[src/rtl/ccvc_pkg.sv]
`timescale 1ns / 1ps
// Shared constants and types for the coverage-cap visibility cull.
// No dependencies; imported by every module of the block.

package ccvc_pkg;

    // Fixed-point formats
    localparam int FRAC_BITS = 16;
    localparam int DSI_FRAC  = 24;

    // Field and register widths
    localparam int COORD_W    = 32;
    localparam int ER_W       = 30;
    localparam int DSI_W      = 32;
    localparam int CFG_ADDR_W = 3;
    localparam int CFG_DATA_W = 32;

    localparam logic [ER_W-1:0]  EARTH_RESET = 30'd417529856;
    localparam logic [DSI_W-1:0] DSI_RESET   = 32'd16777;

    // Square root unit: 64-bit radicand, one root bit per stage
    localparam int SQ_IN_W  = 64;
    localparam int SQ_OUT_W = SQ_IN_W / 2;
    localparam int SQRT_LAT = SQ_OUT_W;

    // Divider: one quotient bit per stage, quotient known below 2^(FRAC_BITS+1)
    localparam int DIV_N_W = 57;
    localparam int DIV_D_W = 41;
    localparam int DIV_Q_W = FRAC_BITS + 1;
    localparam int DIV_LAT = DIV_Q_W;

    // Unit-vector unit
    localparam int VEC_W    = 41;
    localparam int NORM_W   = 30;
    localparam int UNIT_W   = FRAC_BITS + 2;
    localparam int UNIT_LAT = 4 + SQRT_LAT + DIV_LAT + 1;

    // Derived earth and satellite distances in draw units
    localparam int ED_W = ER_W + DSI_W - DSI_FRAC;
    localparam int RD_W = SQ_OUT_W + DSI_W - DSI_FRAC;

    // Start-to-done latency of the whole block
    localparam int LATENCY = 2 * UNIT_LAT + 5;

    typedef enum logic
    {
        REG_EARTH = 1'b0,
        REG_DSI   = 1'b1
    } reg_idx_t;

    typedef logic signed [COORD_W-1:0] coord_t;
    typedef logic signed [VEC_W-1:0]   vec_comp_t;
    typedef logic signed [UNIT_W-1:0]  unit_comp_t;

endpackage

[src/rtl/ccvc_isqrt.sv]
`timescale 1ns / 1ps
// Pipelined integer square root, floor(sqrt(radicand)), one root bit per stage.
// Depends on ccvc_pkg.

module ccvc_isqrt (
    input  logic                          clk,
    input  logic                          rst_n,
    input  logic                          in_valid,
    input  logic [ccvc_pkg::SQ_IN_W-1:0]  radicand,
    output logic                          out_valid,
    output logic [ccvc_pkg::SQ_OUT_W-1:0] root
);
    import ccvc_pkg::*;

    localparam int RW = SQ_IN_W + 2;

    logic [RW-1:0]       rem_reg  [SQ_OUT_W-1];
    logic [SQ_OUT_W-1:0] root_reg [SQ_OUT_W];
    logic [SQ_OUT_W-1:0] vld_reg;

    for (genvar s = 0; s < SQ_OUT_W; s++)
    begin : g_stage
        localparam int B = SQ_OUT_W - 1 - s;
        logic [RW-1:0]       rem_in;
        logic [RW-1:0]       test;
        logic [SQ_OUT_W-1:0] root_in;
        logic                vin;
        logic                take;

        if (s == 0)
        begin : g_first
            assign rem_in  = RW'(radicand);
            assign root_in = '0;
            assign vin     = in_valid;
        end
        else
        begin : g_next
            assign rem_in  = rem_reg[s-1];
            assign root_in = root_reg[s-1];
            assign vin     = vld_reg[s-1];
        end

        // (root + 2^B)^2 - root^2
        assign test = (RW'(root_in) << (B + 1)) + (RW'(1) << (2 * B));
        assign take = rem_in >= test;

        always_ff @(posedge clk or negedge rst_n)
        begin
            if (!rst_n)
                vld_reg[s] <= 1'b0;
            else
                vld_reg[s] <= vin;
        end

        always_ff @(posedge clk)
        begin
            root_reg[s] <= take ? (root_in | (SQ_OUT_W'(1) << B)) : root_in;
        end

        if (s < SQ_OUT_W - 1)
        begin : g_rem
            always_ff @(posedge clk)
            begin
                rem_reg[s] <= take ? (rem_in - test) : rem_in;
            end
        end
    end

    assign out_valid = vld_reg[SQ_OUT_W-1];
    assign root      = root_reg[SQ_OUT_W-1];

endmodule

[config.mk]
export PLATFORM = sky130hd
export DESIGN_NAME = ccvc_isqrt
export DESIGN_NICKNAME = d
export VERILOG_FILES = /design/src/rtl/ccvc_pkg.sv /design/src/rtl/ccvc_isqrt.sv
export SDC_FILE = /design/constraint.sdc
export NUM_CORES = 2
export LEC_CHECK = 0
export BUFFER_PORTS_ARGS = -buffer_cell sky130_fd_sc_hd__clkbuf_2
export CAP_MARGIN = 30
export CORE_AREA = 2 2 441 443
export CTS_CLUSTER_SIZE = 30
export DETAILED_ROUTE_END_ITERATION = 6
export DIE_AREA = 0 0 443 445
export PLACE_DENSITY_LB_ADDON = 0.12
export SYNTH_ARGS = -nofsm -noshare
export SYNTH_HDL_FRONTEND = slang
export SYNTH_SLANG_ARGS = --single-unit
[constraint.sdc]
create_clock -name clk -period 3.7 [get_ports clk]
set_input_delay 0 -clock clk [delete_from_list [all_inputs] [get_ports clk]]
set_output_delay 0 -clock clk [all_outputs]
set_load 0.02 [all_outputs]
======== Word-level counts from Yosys, hierarchy flattened ========
Memories as Yosys holds them, arrays and structs flattened.
Cells that the tools add are included.
storage, ports and cells
  input port bits ......................... 67
  word-level logic and storage cells ...... 191
  ROM bits ................................ 0
  memories ................................ 2
  bits in writable memories ............... 3,070
  bits in latches ......................... 0
  register bits after elaboration ......... 32
memories
  memory    words  bits a word  read ports  clocked after Yosys merged registers in  wr ports  line              text
  rem_reg   31     66           31          0                                        31        ccvc_isqrt.sv:17  logic [RW-1:0] rem_reg [SQ_OUT_W-1];
  root_reg  32     32           32          0                                        32        ccvc_isqrt.sv:18  logic [SQ_OUT_W-1:0] root_reg [SQ_OUT_W];
cells by class
  magnitude comparators ................... 32
  divide/modulo/power cells ............... 0
  bitwise gates (word level) .............. 0
  mux-type cells .......................... 63
  reduce and logical (&&, ||, !) cells .... 0
  eq/ne operators ......................... 0
  multiply operators ...................... 0
  shifts and indexed selects .............. 0
  add/subtract/negate cells ............... 62
operators by type and width
  cell                                                            number
  66-bit 2-to-1 mux                                               31
  66-bit greater-or-equal comparator                              8
  66-bit subtractor                                               7
  66-bit by 42-bit greater-or-equal comparator with 1-bit output  1
  66-bit by 43-bit greater-or-equal comparator with 1-bit output  1
  66-bit by 44-bit greater-or-equal comparator with 1-bit output  1
  66-bit by 45-bit greater-or-equal comparator with 1-bit output  1
  66-bit by 46-bit greater-or-equal comparator with 1-bit output  1
  66-bit by 47-bit greater-or-equal comparator with 1-bit output  1
  66-bit by 48-bit greater-or-equal comparator with 1-bit output  1
  66-bit by 49-bit greater-or-equal comparator with 1-bit output  1
  66-bit by 50-bit greater-or-equal comparator with 1-bit output  1
  66-bit by 51-bit greater-or-equal comparator with 1-bit output  1
  66-bit by 52-bit greater-or-equal comparator with 1-bit output  1
  66-bit by 53-bit greater-or-equal comparator with 1-bit output  1
  66-bit by 54-bit greater-or-equal comparator with 1-bit output  1
  66-bit by 55-bit greater-or-equal comparator with 1-bit output  1
  66-bit by 56-bit greater-or-equal comparator with 1-bit output  1
  66-bit by 57-bit greater-or-equal comparator with 1-bit output  1
  66-bit by 58-bit greater-or-equal comparator with 1-bit output  1
  66-bit by 59-bit greater-or-equal comparator with 1-bit output  1
  66-bit by 60-bit greater-or-equal comparator with 1-bit output  1
  66-bit by 61-bit greater-or-equal comparator with 1-bit output  1
  66-bit by 62-bit greater-or-equal comparator with 1-bit output  1
  other kinds (90)                                                90

======== Depth between registers and ports, before layout ========
An unclocked memory read counts as a cell.
  word-level depth ........................ 4
  mapped depth ............................ 15
  mapped depth without buffers ............ 12

======== Worst setup path after synthesis ========
No wires, ideal clock.
  path type ............................... register to register
  start ................................... memory root_reg[1][154] in the netlist's numbering
  end ..................................... memory rem_reg[10][120] in the netlist's numbering
  data required time ...................... 3,581 ps
  stages on the path, launching flop included .. 12
  slack ................................... 521 ps
  period minus slack after synthesis ...... 3,179 ps
  arrival ................................. 3,059 ps
  cells stage by stage .................... dfxtp_1 > inv_1 > ha_1 > nand4_1 > or4b_1 > or4_1 > nand3_1 > nor2_1 > or3_4 > a211oi_4 > nand2_1 > xnor2_1
RTL lines
  element          line
  start, declared  ccvc_isqrt.sv:18
  end, declared    ccvc_isqrt.sv:17

==> metrics.yaml <==
finalHoldViolations: 0
largest_reg_flops: 2045
num_vias: 74100
ant_nets: 0
finalNonFillerCells: 13300
syn_avg_cell_area_um2: 9.98
synth-edff-count: 0
seq_area_frac_synth_pct: 52.5
die_h_um: 445
wire_per_inst_um: 22.1
cp_slowest_cell: "or3_1"
drt_iter0_markers: 5251
io_buffers: 99
clock-sinks: 2605
fmax_mhz: 281
r2r_end: "rem_reg[12][121]"
fillCellCount: 16200
cp_slowest_stage_delay_ns: 0.49
antenna_found_initial: 14
required_ns: 4.51
num_rows: 161
cp.arrival_ns: 4.37
track_usage_pct: 29.4
cp-start-kind: "register"
cts_setup_buffers: 0
irDropWorstVdd_v: 0.000581
tightestPinTransition_ns: 1.00
grt_pass1_wl_mm: 446
worstPathMaxFanout: 7
hpwl_mm: 234
grt_max_degree: 56
syn_to_final_growth_pct: 16.2
r2r_cells: 14
drive_above_1_share_pct: 10.1
fin_skew_ns: 0.0659
cts_made_buffers: 284
post-place-ws_ns: 0.0593
ios: 100
end_kind: "register"
drtPass1Iterations: 5
fp.coreArea_um2: 192000
synth.distinct_cells: 107
slew_viol_final: 0
cp_num_buf_inv: 4
dp_cells: 12700
fin_nets: 11200
syn_inst: 9975
p_leak_nw: 53.1
whs_ns: 0.0800
p_per_area_nw_per_um2: 782
syn-num-nets: 10600
setup_viol: 0
critPathKind: "register to register"
synthArstFlopShare_pct: 1.23
fin_crit_sh_pct: 96.3
reg2reg_from: "root_reg[1][280]"
clockBufferDepth: 4
synth_warnings: 0
holdPathEnd: "rem_reg[0][65]"
start_util_pct: 51.9
synth.top_cells.by_area: "dfxtp_1 (52%), ha_1 (7.0%), xnor2_1 (4.4%)"
slew_headroom_pct: 32.8
place_congestion: 0.956
setup_slack_ns: 0.137
root_buffer: "clkbuf_16"
min_path_type: "input port to register"
synth_top_area_cell: "dfxtp_1"
rsz0062_at_grt: "true"
clkTransAtPathRegs_ns: 0.06
wl_mm: 295
syn_area_um2: 99600
crit_chain: "inv_1 > ha_1 > nand4_1 > or3_1 > nor4_1 > buf_4 > a21oi_1 > and2_1 > and2_1 > inv_2 > nand2b_1 > buf_4 > nor3_1 > xor2_1"
drv_cap: 0
die-area_um2: 197000
overflow: 0
run_status: "complete, no violations"
synthFlopType: "dfxtp_1"
yosysTopAreaCellShare_pct: 51.7
cts_tree: "yes"
grt_pass1_vias: 74400
synth_seq_cells: 2605
holdPathStages: 6
drc: 0
fp.dieW_um: 443
crit_family: "simple AND/OR/NAND/NOR gates"
htreeDepth: 5
use_met3_pct: 5.10
top_usage_layer: "met2"
reg2reg_setup_slack_ns: 0.14
via_per_inst: 5.57
min_from: "radicand[43]"
clk_latency_ns: 0.97
use_met1_pct: 35.5
grt_util_met2_pct: 50.9
period_needed_ns: 3.56
-- logic make-up (layout without fill, tap and decap cells) --
family | after synthesis | after routing | synth area share (%)
compound gates | 1875 | 1875 | 11.8
xor+xnor | 947 | 947 | 8.33
fa+ha+maj | 558 | 558 | 7.01
buf+inv | 876 | 1688 | 3.38
flops | 2605 | 2605 | 52.5
mux | 104 | 104 | 1.18
other cells | 0 | 5 | 0
simple gates | 3010 | 3010 | 15.8
-- synth_stat cells (88+ instances only) --
cell type     n
o21a_1       94
dfxtp_1    2573
xor2_1      445
nand4_1     185
inv_1       652
mux2_2       88
a21oi_1     674
nor3_1      287
nor4_1      343
a21o_1      241
nand3_1     188
nor2_1      696
xnor2_1     502
or3_1       112
nand2_1     556
nand2b_1    120
clkbuf_1    168
ha_1        558
o21ai_0     407
-- worst max path at each step --
stage | cells after the start | from | slack, ns | to
after floorplan | 11 | root_reg[1][154] | 0.52 | rem_reg[10][120]
after global placement | 11 | rem_reg[6][2] | -0.15 | rem_reg[6][123]
after detailed placement | 11 | root_reg[1][216] | 0.06 | rem_reg[11][125]
after CTS | 11 | root_reg[1][216] | 0.01 | rem_reg[11][123]
after global routing | 11 | root_reg[1][15] | -0.03 | rem_reg[8][121]
final | 14 | root_reg[1][280] | 0.14 | rem_reg[12][121]
-- what timing repair did --
item	in CTS	in global routing
hold endpoints to repair	99	0
resized for setup	0	15
hold buffers	135	0
endpoints found under the setup margin	0	31
-- where the power goes --
group          switching (W)  internal [W]  total [W]
logic                 0.0116       0.00918     0.0208
clock network         0.0113        0.0172     0.0285
registers            0.00698        0.0342     0.0412
-- metal layers --
metal / share of wire, % / routed length (µm)
met5: 0.0044 / 13
met3: 5.5 / 16200
met2: 48 / 142000
met4: 4.9 / 14400
met1: 41 / 122000
-- worst reg2reg max path, delay by kind of cell, from the launching register on --
family	cells	cell delay (ns)
simple gates	7	1.64
buf+inv	4	0.55
flops	1	0.47
fa+ha+maj	1	0.41
xor+xnor	1	0.30
compound gates	1	0.09
-- placed cells by master, fill, tap and decap left out, types with 26 or more instances in the layout --
| master | count |
|---|---|
| o21bai_1 | 54 |
| and2_1 | 50 |
| o21ai_0 | 405 |
| dfxtp_1 | 2573 |
| nor2b_1 | 82 |
| xnor2_1 | 501 |
| dfrtp_1 | 32 |
| o31ai_1 | 33 |
| or3_1 | 112 |
| clkinv_2 | 46 |
| nand4_1 | 185 |
| dlygate4sd3_1 | 134 |
| nand2b_1 | 120 |
| and3_1 | 54 |
| nor2_1 | 694 |
| clkbuf_1 | 37 |
| xor2_1 | 445 |
| clkbuf_2 | 99 |
| a21oi_1 | 674 |
| a211oi_1 | 42 |
| nand3_1 | 188 |
| nor3b_1 | 26 |
| mux2_2 | 88 |
| a21o_1 | 241 |
| o21a_1 | 94 |
| clkbuf_16 | 288 |
| nor4b_1 | 50 |
| bufinv_16 | 30 |
| clkbuf_8 | 42 |
| nand3b_1 | 32 |
| a31oi_1 | 55 |
| inv_1 | 652 |
| nor3_1 | 285 |
| nor4_1 | 342 |
| o211ai_1 | 47 |
| buf_4 | 294 |
| nand2_1 | 555 |
| or4_1 | 83 |
| or2_2 | 42 |
| ha_1 | 557 |
-- through the flow --
step / total power [W] / instance area [µm²] / util, % / TNS (ns)
after global placement: 0.0619 / 105000 / 54.6 / -1.36
after CTS: 0.0907 / 116000 / 60.2 / 0
after floorplan: 0.0527 / 99600 / - / 0
after detailed placement: 0.0620 / 105000 / 54.6 / 0
final: 0.0905 / 116000 / 60.3 / 0
after global routing: 0.0948 / 116000 / 60.3 / -0.0441
-- cell type report --
cell class                      instances  area [µm²]  area share (%)
Multi-Input combinational cell       6494       44000            38.0
Tap cell                             2526        3160            2.73
Sequential cell                      2605       52300            45.2
Clock inverter                        118        1490            1.29
Clock buffer                          367        7920            6.85
Timing Repair Buffer                  543        4320            3.73
Inverter                              660        2480            2.14
Antenna cell                            5        12.5          0.0108
Power figures use the tool's default switching activity.
