File: config.mk
export PLATFORM = sky130hd
export DESIGN_NAME = ccvc_div
export DESIGN_NICKNAME = d
export VERILOG_FILES = /design/src/rtl/ccvc_pkg.sv /design/src/rtl/ccvc_div.sv
export SDC_FILE = /design/constraint.sdc
export NUM_CORES = 2
export LEC_CHECK = 0
export BUFFER_PORTS_ARGS = -buffer_cell sky130_fd_sc_hd__buf_2
export CAP_MARGIN = 40
export CORE_ASPECT_RATIO = 0.6
export CORE_MARGIN = 2
export CORE_UTILIZATION = 50
export DETAILED_ROUTE_END_ITERATION = 10
export GPL_TIMING_DRIVEN = 0
export PLACE_DENSITY = 0.72
export SKIP_CTS_REPAIR_TIMING = 1
export SYNTH_ARGS = -nofsm -noshare
export SYNTH_HDL_FRONTEND = slang
export SYNTH_SLANG_ARGS = --single-unit
File: constraint.sdc
create_clock -name clk -period 3.7 [get_ports clk]
set_input_delay 0.74 -clock clk [delete_from_list [all_inputs] [get_ports clk]]
set_output_delay 0.74 -clock clk [all_outputs]
set_load 0.05 [all_outputs]
File: src/rtl/ccvc_pkg.sv
`timescale 1ns / 1ps
// Shared constants and types for the coverage-cap visibility cull.
// No dependencies; imported by every module of the block.

package ccvc_pkg;

    // Fixed-point formats
    localparam int FRAC_BITS = 16;
    localparam int DSI_FRAC  = 24;

    // Field and register widths
    localparam int COORD_W    = 32;
    localparam int ER_W       = 30;
    localparam int DSI_W      = 32;
    localparam int CFG_ADDR_W = 3;
    localparam int CFG_DATA_W = 32;

    localparam logic [ER_W-1:0]  EARTH_RESET = 30'd417529856;
    localparam logic [DSI_W-1:0] DSI_RESET   = 32'd16777;

    // Square root unit: 64-bit radicand, one root bit per stage
    localparam int SQ_IN_W  = 64;
    localparam int SQ_OUT_W = SQ_IN_W / 2;
    localparam int SQRT_LAT = SQ_OUT_W;

    // Divider: one quotient bit per stage, quotient known below 2^(FRAC_BITS+1)
    localparam int DIV_N_W = 57;
    localparam int DIV_D_W = 41;
    localparam int DIV_Q_W = FRAC_BITS + 1;
    localparam int DIV_LAT = DIV_Q_W;

    // Unit-vector unit
    localparam int VEC_W    = 41;
    localparam int NORM_W   = 30;
    localparam int UNIT_W   = FRAC_BITS + 2;
    localparam int UNIT_LAT = 4 + SQRT_LAT + DIV_LAT + 1;

    // Derived earth and satellite distances in draw units
    localparam int ED_W = ER_W + DSI_W - DSI_FRAC;
    localparam int RD_W = SQ_OUT_W + DSI_W - DSI_FRAC;

    // Start-to-done latency of the whole block
    localparam int LATENCY = 2 * UNIT_LAT + 5;

    typedef enum logic
    {
        REG_EARTH = 1'b0,
        REG_DSI   = 1'b1
    } reg_idx_t;

    typedef logic signed [COORD_W-1:0] coord_t;
    typedef logic signed [VEC_W-1:0]   vec_comp_t;
    typedef logic signed [UNIT_W-1:0]  unit_comp_t;

endpackage

File: src/rtl/ccvc_div.sv
`timescale 1ns / 1ps
// Pipelined restoring divider, one quotient bit per stage.
// Depends on ccvc_pkg; quotient must fit in DIV_Q_W bits.

module ccvc_div (
    input  logic                         clk,
    input  logic                         rst_n,
    input  logic                         in_valid,
    input  logic [ccvc_pkg::DIV_N_W-1:0] num,
    input  logic [ccvc_pkg::DIV_D_W-1:0] den,
    output logic                         out_valid,
    output logic [ccvc_pkg::DIV_Q_W-1:0] quo
);
    import ccvc_pkg::*;

    logic [DIV_N_W-1:0] rem_reg [DIV_Q_W-1];
    logic [DIV_D_W-1:0] den_reg [DIV_Q_W-1];
    logic [DIV_Q_W-1:0] q_reg   [DIV_Q_W];
    logic [DIV_Q_W-1:0] vld_reg;

    for (genvar s = 0; s < DIV_Q_W; s++)
    begin : g_stage
        localparam int B = DIV_Q_W - 1 - s;
        logic [DIV_N_W-1:0] rem_in;
        logic [DIV_N_W-1:0] test;
        logic [DIV_D_W-1:0] den_in;
        logic [DIV_Q_W-1:0] q_in;
        logic               vin;
        logic               take;

        if (s == 0)
        begin : g_first
            assign rem_in = num;
            assign den_in = den;
            assign q_in   = '0;
            assign vin    = in_valid;
        end
        else
        begin : g_next
            assign rem_in = rem_reg[s-1];
            assign den_in = den_reg[s-1];
            assign q_in   = q_reg[s-1];
            assign vin    = vld_reg[s-1];
        end

        assign test = DIV_N_W'(den_in) << B;
        assign take = rem_in >= test;

        always_ff @(posedge clk or negedge rst_n)
        begin
            if (!rst_n)
                vld_reg[s] <= 1'b0;
            else
                vld_reg[s] <= vin;
        end

        always_ff @(posedge clk)
        begin
            q_reg[s] <= take ? (q_in | (DIV_Q_W'(1) << B)) : q_in;
        end

        if (s < DIV_Q_W - 1)
        begin : g_rem
            always_ff @(posedge clk)
            begin
                rem_reg[s] <= take ? (rem_in - test) : rem_in;
                den_reg[s] <= den_in;
            end
        end
    end

    assign out_valid = vld_reg[DIV_Q_W-1];
    assign quo       = q_reg[DIV_Q_W-1];

endmodule

# Yosys cells after proc, flatten, opt, wreduce, memory -nomap -nowiden
# Memories as Yosys holds them, arrays and structs flattened.
# Cells that the tools add are included.
[classes]
add_sub_neg = 16
magnitude_cmp = 17
mux = 33
[ops]
columns = ["cell", "count"]
rows = [
  ["57-bit 2-to-1 mux", 16],
  ["57-bit by 41-bit greater-or-equal comparator with 1-bit output", 1],
  ["57-bit by 42-bit greater-or-equal comparator with 1-bit output", 1],
  ["57-bit by 43-bit greater-or-equal comparator with 1-bit output", 1],
  ["57-bit by 44-bit greater-or-equal comparator with 1-bit output", 1],
  ["57-bit by 45-bit greater-or-equal comparator with 1-bit output", 1],
  ["57-bit by 46-bit greater-or-equal comparator with 1-bit output", 1],
  ["57-bit by 47-bit greater-or-equal comparator with 1-bit output", 1],
  ["57-bit by 48-bit greater-or-equal comparator with 1-bit output", 1],
  ["57-bit by 49-bit greater-or-equal comparator with 1-bit output", 1],
  ["57-bit by 50-bit greater-or-equal comparator with 1-bit output", 1],
  ["57-bit by 51-bit greater-or-equal comparator with 1-bit output", 1],
  ["57-bit by 52-bit greater-or-equal comparator with 1-bit output", 1],
  ["57-bit by 53-bit greater-or-equal comparator with 1-bit output", 1],
  ["57-bit by 54-bit greater-or-equal comparator with 1-bit output", 1],
  ["57-bit by 55-bit greater-or-equal comparator with 1-bit output", 1],
  ["57-bit by 56-bit greater-or-equal comparator with 1-bit output", 1],
  ["57-bit greater-or-equal comparator", 1],
  ["57-bit by 42-bit subtractor with 57-bit output", 1],
  ["57-bit by 43-bit subtractor with 57-bit output", 1],
  ["57-bit by 44-bit subtractor with 57-bit output", 1],
  ["57-bit by 45-bit subtractor with 57-bit output", 1],
  ["57-bit by 46-bit subtractor with 57-bit output", 1],
  ["57-bit by 47-bit subtractor with 57-bit output", 1],
  ["27 further kinds", 27],
]
[word_totals]
ram_bits = 1857
mem_count = 3
in_bits = 101
reg_bits = 17
[memory_table]
columns = ["name", "depth", "word_bits", "read_ports", "rd_clocked_by_memory_dff", "write_ports", "line_no", "text"]
rows = [
  ["rem_reg", 16, 57, 16, 0, 16, "ccvc_div.sv:16", "logic [DIV_N_W-1:0] rem_reg [DIV_Q_W-1];"],
  ["den_reg", 16, 41, 16, 0, 16, "ccvc_div.sv:17", "logic [DIV_D_W-1:0] den_reg [DIV_Q_W-1];"],
  ["q_reg", 17, 17, 17, 0, 17, "ccvc_div.sv:18", "logic [DIV_Q_W-1:0] q_reg [DIV_Q_W];"],
]

# Logic depth before layout (Yosys ltp)
# An unclocked memory read counts as a cell.
[logic_depth]
depth_word = 3
depth_mapped = 17
depth_no_buf = 15

# Worst setup path after synthesis
# No wires, ideal clock.
[synth_path]
path_kind = "input-to-reg"
startpoint = "input den[2] (netlist bit)"
endpoint = "memory rem_reg[0][42]"
arrival_ps = 3390
cell_stages = 15
slack_ps = 241
path_buffers = 2
cell_sequence = "inv_1 -> ha_1 -> nand2_1 -> o21bai_1 -> a31oi_1 -> o21ai_0 -> o21ai_0 -> a41oi_1 -> a21oi_1 -> o221ai_1 -> o21bai_1 -> buf_2 -> buf_1 -> nor2_1 -> a21oi_1"
[synth_lines]
columns = ["element", "line_no", "text"]
rows = [
  ["start, declared", "ccvc_div.sv:10", "input logic [ccvc_pkg::DIV_D_W-1:0] den,"],
  ["end, declared", "ccvc_div.sv:16", ""],
]

==> key figures <==
Synthesis
  – Ranking of synthesized cells by area: dfxtp_1 (41%), ha_1 (10%), a21oi_1 (5.9%)
  – Synth Area per Inst: between 8 and 9 um^2
  – Post-synth EDFFs: 0
  – Synth Instances: 9616
  – Seq/Total Area, Yosys: 0.4146
  – Ys Warns: 0
  – Async set or reset register ratio after synthesis: 0.009781
  – Yosys top cell area share: 0.4095
  – Syn Std Cell Area: 84120 um^2
  – Unique masters post-synth: 92
  – Ys flop type: dfxtp_1
  – Synthesized flop and latch total: 1738
  – Syn Nets: 10430
  – Top cell type by total area after synthesis: dfxtp_1

STA
  – Final Slew Violations: 0
  – Worst-margin pin slew: slightly above 1 ns
  – Worst-case clock skew: 0.06772 ns
  – Final Cycle Share: 1.213
  – TNS Setup: -153.76 ns
  – RSZ-0062 raised after global routing: true
  – Relative slew slack: 0.3233
  – Final setup vio count: 603
  – Fin crit period: 4.487 ns
  – Final hold vios: 0
  – Hold WS: around 0.038 ns
  – Max Clock Freq: 222.9 MHz
  – Worst Setup Slack, final: -0.7866 ns

GRT
  – Antenna violations before repair: 22
  – All-Layer GR Usage: 0.3444
  – Vias in the first global route: 65020
  – Total gr overflow: 0
  – Largest net degree at the start of global routing: 20
  – First-pass GRT wire length: 438700 um

Setup path
  – CP max stage delay: 0.78 ns
  – Worst R2R Setup Slack: -0.79 ns
  – Critical Path Fanout Max: 3
  – Critical path endpoint category: flop
  – Critical Path RT: roughly 4.4 ns
  – Worst reg-to-reg path cell count: 13
  – Startpoint Class: flop
  – Arr. time, crit path: 5.18 ns
  – Cell mode on critical path: o21a_1
  – R2r startpoint: den_reg[0][1]
  – Worst path buffer plus inverter count: 1
  – CP Cell Sequence: inv_1, ha_1, nor2b_1, o21a_1, o21a_1, o31a_1, o21ai_1, nand3_1, a31oi_1, o21ai_0, a21boi_0, xor2_1, a21oi_2
  – Top delay family on crit path: compound AO/OA/AOI/OAI gates
  – Critical path's slowest cell: a31oi_1
  – Worst Setup Path Type: reg -> reg
  – Worst reg2reg path endpoint: rem_reg[0][105]

Clock tree
  – Htree depth: 4
  – Clock latency on the worst-skew pair: ~0.86 ns
  – CTS clk-pin slew, worst paths: around 0.070 ns
  – CTS tree: done
  – Clk sink count: 1738
  – CTS Root Cell: clkbuf_16
  – TritonCTS Buffers: approximately 170
  – CTS Buffer Depth: 4

Placed design
  – Post-DP Area: 88560 um^2
  – Placer Congestion: between 1 and 1.5
  – Place WS: -2.183 ns
  – Post-DP HPWL: 252400 um
  – IO Port Bufs: 118

Route
  – Drt initial violations: between 9000 and 10000
  – Final ANT Viol Nets: 0
  – Drt pass-1 iters: 6
  – Via Count: 76140
  – Final wirelength: about 330000 um
  – Wire per inst: 26.19 um
  – Via density: 6.029
  – DRC Markers: 0

Floorplan
  – Chip width: 533.5 um
  – Boundary pin count: 119
  – Initial Utilization: 0.5040
  – DIE AREA: approximately 170000 um^2
  – Core area: 166900 um^2
  – Std cell rows: 116
  – Die Ht: approximately 320 um

Cells and area
  – Layout Area Growth over Synthesis: 22.24%
  – Max FFs per register: 912
  – Design area: 102800 um^2
  – Nets@finish: 11050
  – Share of post-route cells with drive strength above 1: 0.1655

Power and ir drop
  – Leak pwr: approximately 46 nW
  – Peak supply drop: a little over 500 uV
  – Power Density: 987.3 nW/um^2

Flow run
  – Max_cap viols: 0

Run status
  – Status: finished with violations
  – Failing checks: setup timing

Worst hold path
  – HP Class: in -> reg
  – Worst hold path depth: 1
  – Worst Hold End: rem_reg[0][3]
  – Worst hold path startpoint: num[3]
-- synth_stat cells (all sizes together) (20+ instances only) --
cell type	instances
o221ai	20
a211o	31
nor2	647
or4	26
xnor2	374
xor2	326
dfxtp	1721
buf	65
nand4	161
nand2	758
a21boi	30
nand3	174
a21oi	991
mux2	97
nor4	82
or3	35
nor2b	96
a21o	410
o31a	20
and2	33
inv	880
o21ai	631
or2	27
o21a	86
a41oi	21
nand2b	88
o31ai	45
o21bai	82
clkbuf	250
o211ai	32
ha	697
and3	76
a31oi	100
nor3	135
a211oi	57
-- cell type report --
type / instances / area [um^2]
tap: 2242 / 2805
sequential: 1738 / 34940
fill: 14000 / 64080
antenna: 26 / 65.06
buffer: 279 / 2106
inverter: 881 / 3314
clock inverter: 72 / 909.6
multi-input combinational: 6682 / 49090
clock buffer: 224 / 4815
timing repair buffer: 485 / 4790
-- kinds of logic (layout without fill, tap and decap cells) --
logic type,Yosys count,in the layout,synth area share
compound gates,2727,2727,0.1990
xor+xnor,700,700,0.07288
fa+ha+maj,713,713,0.1075
buf+inv,1196,1941,0.05420
flops,1738,1738,0.4146
mux,100,100,0.01334
other cells,0,26,0
simple gates,2442,2442,0.1385
-- per-stage QoR --
stage | utilization | std cells | power (mW)
finish | 0.6161 | 12630 | 101.5
global placement | 0.5244 | 11980 | 72.01
floorplan | - | 9616 | 59.09
global route | 0.6159 | 12620 | 106.4
detailed placement | 0.5306 | 12070 | 72.93
CTS | 0.5649 | 12370 | 91.54
-- cells in the final DEF (no fill, tap or decap), types with 118 or more instances in the layout --
master | netlist | layout
nand4_1 | 161 | 161
a21oi_1 | 991 | 879
o21ai_0 | 619 | 511
nand2_1 | 758 | 687
xor2_1 | 326 | 326
nor2_1 | 647 | 584
nor3_1 | 134 | 118
buf_4 | 4 | 180
dfxtp_1 | 1721 | 1682
clkbuf_16 | 0 | 205
xnor2_1 | 374 | 371
inv_1 | 878 | 856
a21o_1 | 410 | 406
buf_2 | 44 | 160
ha_1 | 697 | 624
clkbuf_1 | 250 | 175
nand3_1 | 174 | 153
-- power breakdown --
group | total [mW] | internal, mW | switching, mW
Combinational | 54.9 | 22.0 | 32.9
Sequential | 28.3 | 24.3 | 3.95
Clock | 18.3 | 10.5 | 7.84
-- metal layers --
metal  track usage  up-vias  share of wire
met1        0.5777    37030           0.51
met2        0.3072     3917           0.28
li1              -    34840              -
met3        0.2404      321           0.19
met4       0.03837       28         0.0096
met5       0.05767        -         0.0025
-- worst max path at each step --
stage                       to  slack [ns]  cells after the start            start
2_1_floorplan   rem_reg[0][42]        0.24                     15           den[2]
3_3_place_gp   rem_reg[3][109]       -3.29                     10  den_reg[0][249]
3_5_place_dp    rem_reg[3][94]       -2.18                     17    rem_reg[3][9]
4_1_cts        rem_reg[3][104]       -2.27                     17    rem_reg[3][9]
5_1_grt        rem_reg[0][113]       -0.87                     16   rem_reg[0][15]
6_report       rem_reg[0][105]       -0.79                     13    den_reg[0][1]
-- worst register-to-register path, cell delays in order (launching register included) --
cell	delay (ns)
dfxtp_1	0.40
inv_1	0.07
ha_1	0.29
nor2b_1	0.14
o21a_1	0.19
o21a_1	0.20
o31a_1	0.35
o21ai_1	0.61
nand3_1	0.32
a31oi_1	0.78
o21ai_0	0.31
a21boi_0	0.36
xor2_1	0.23
a21oi_2	0.09
No activity file was read; power rests on OpenSTA's default activity.
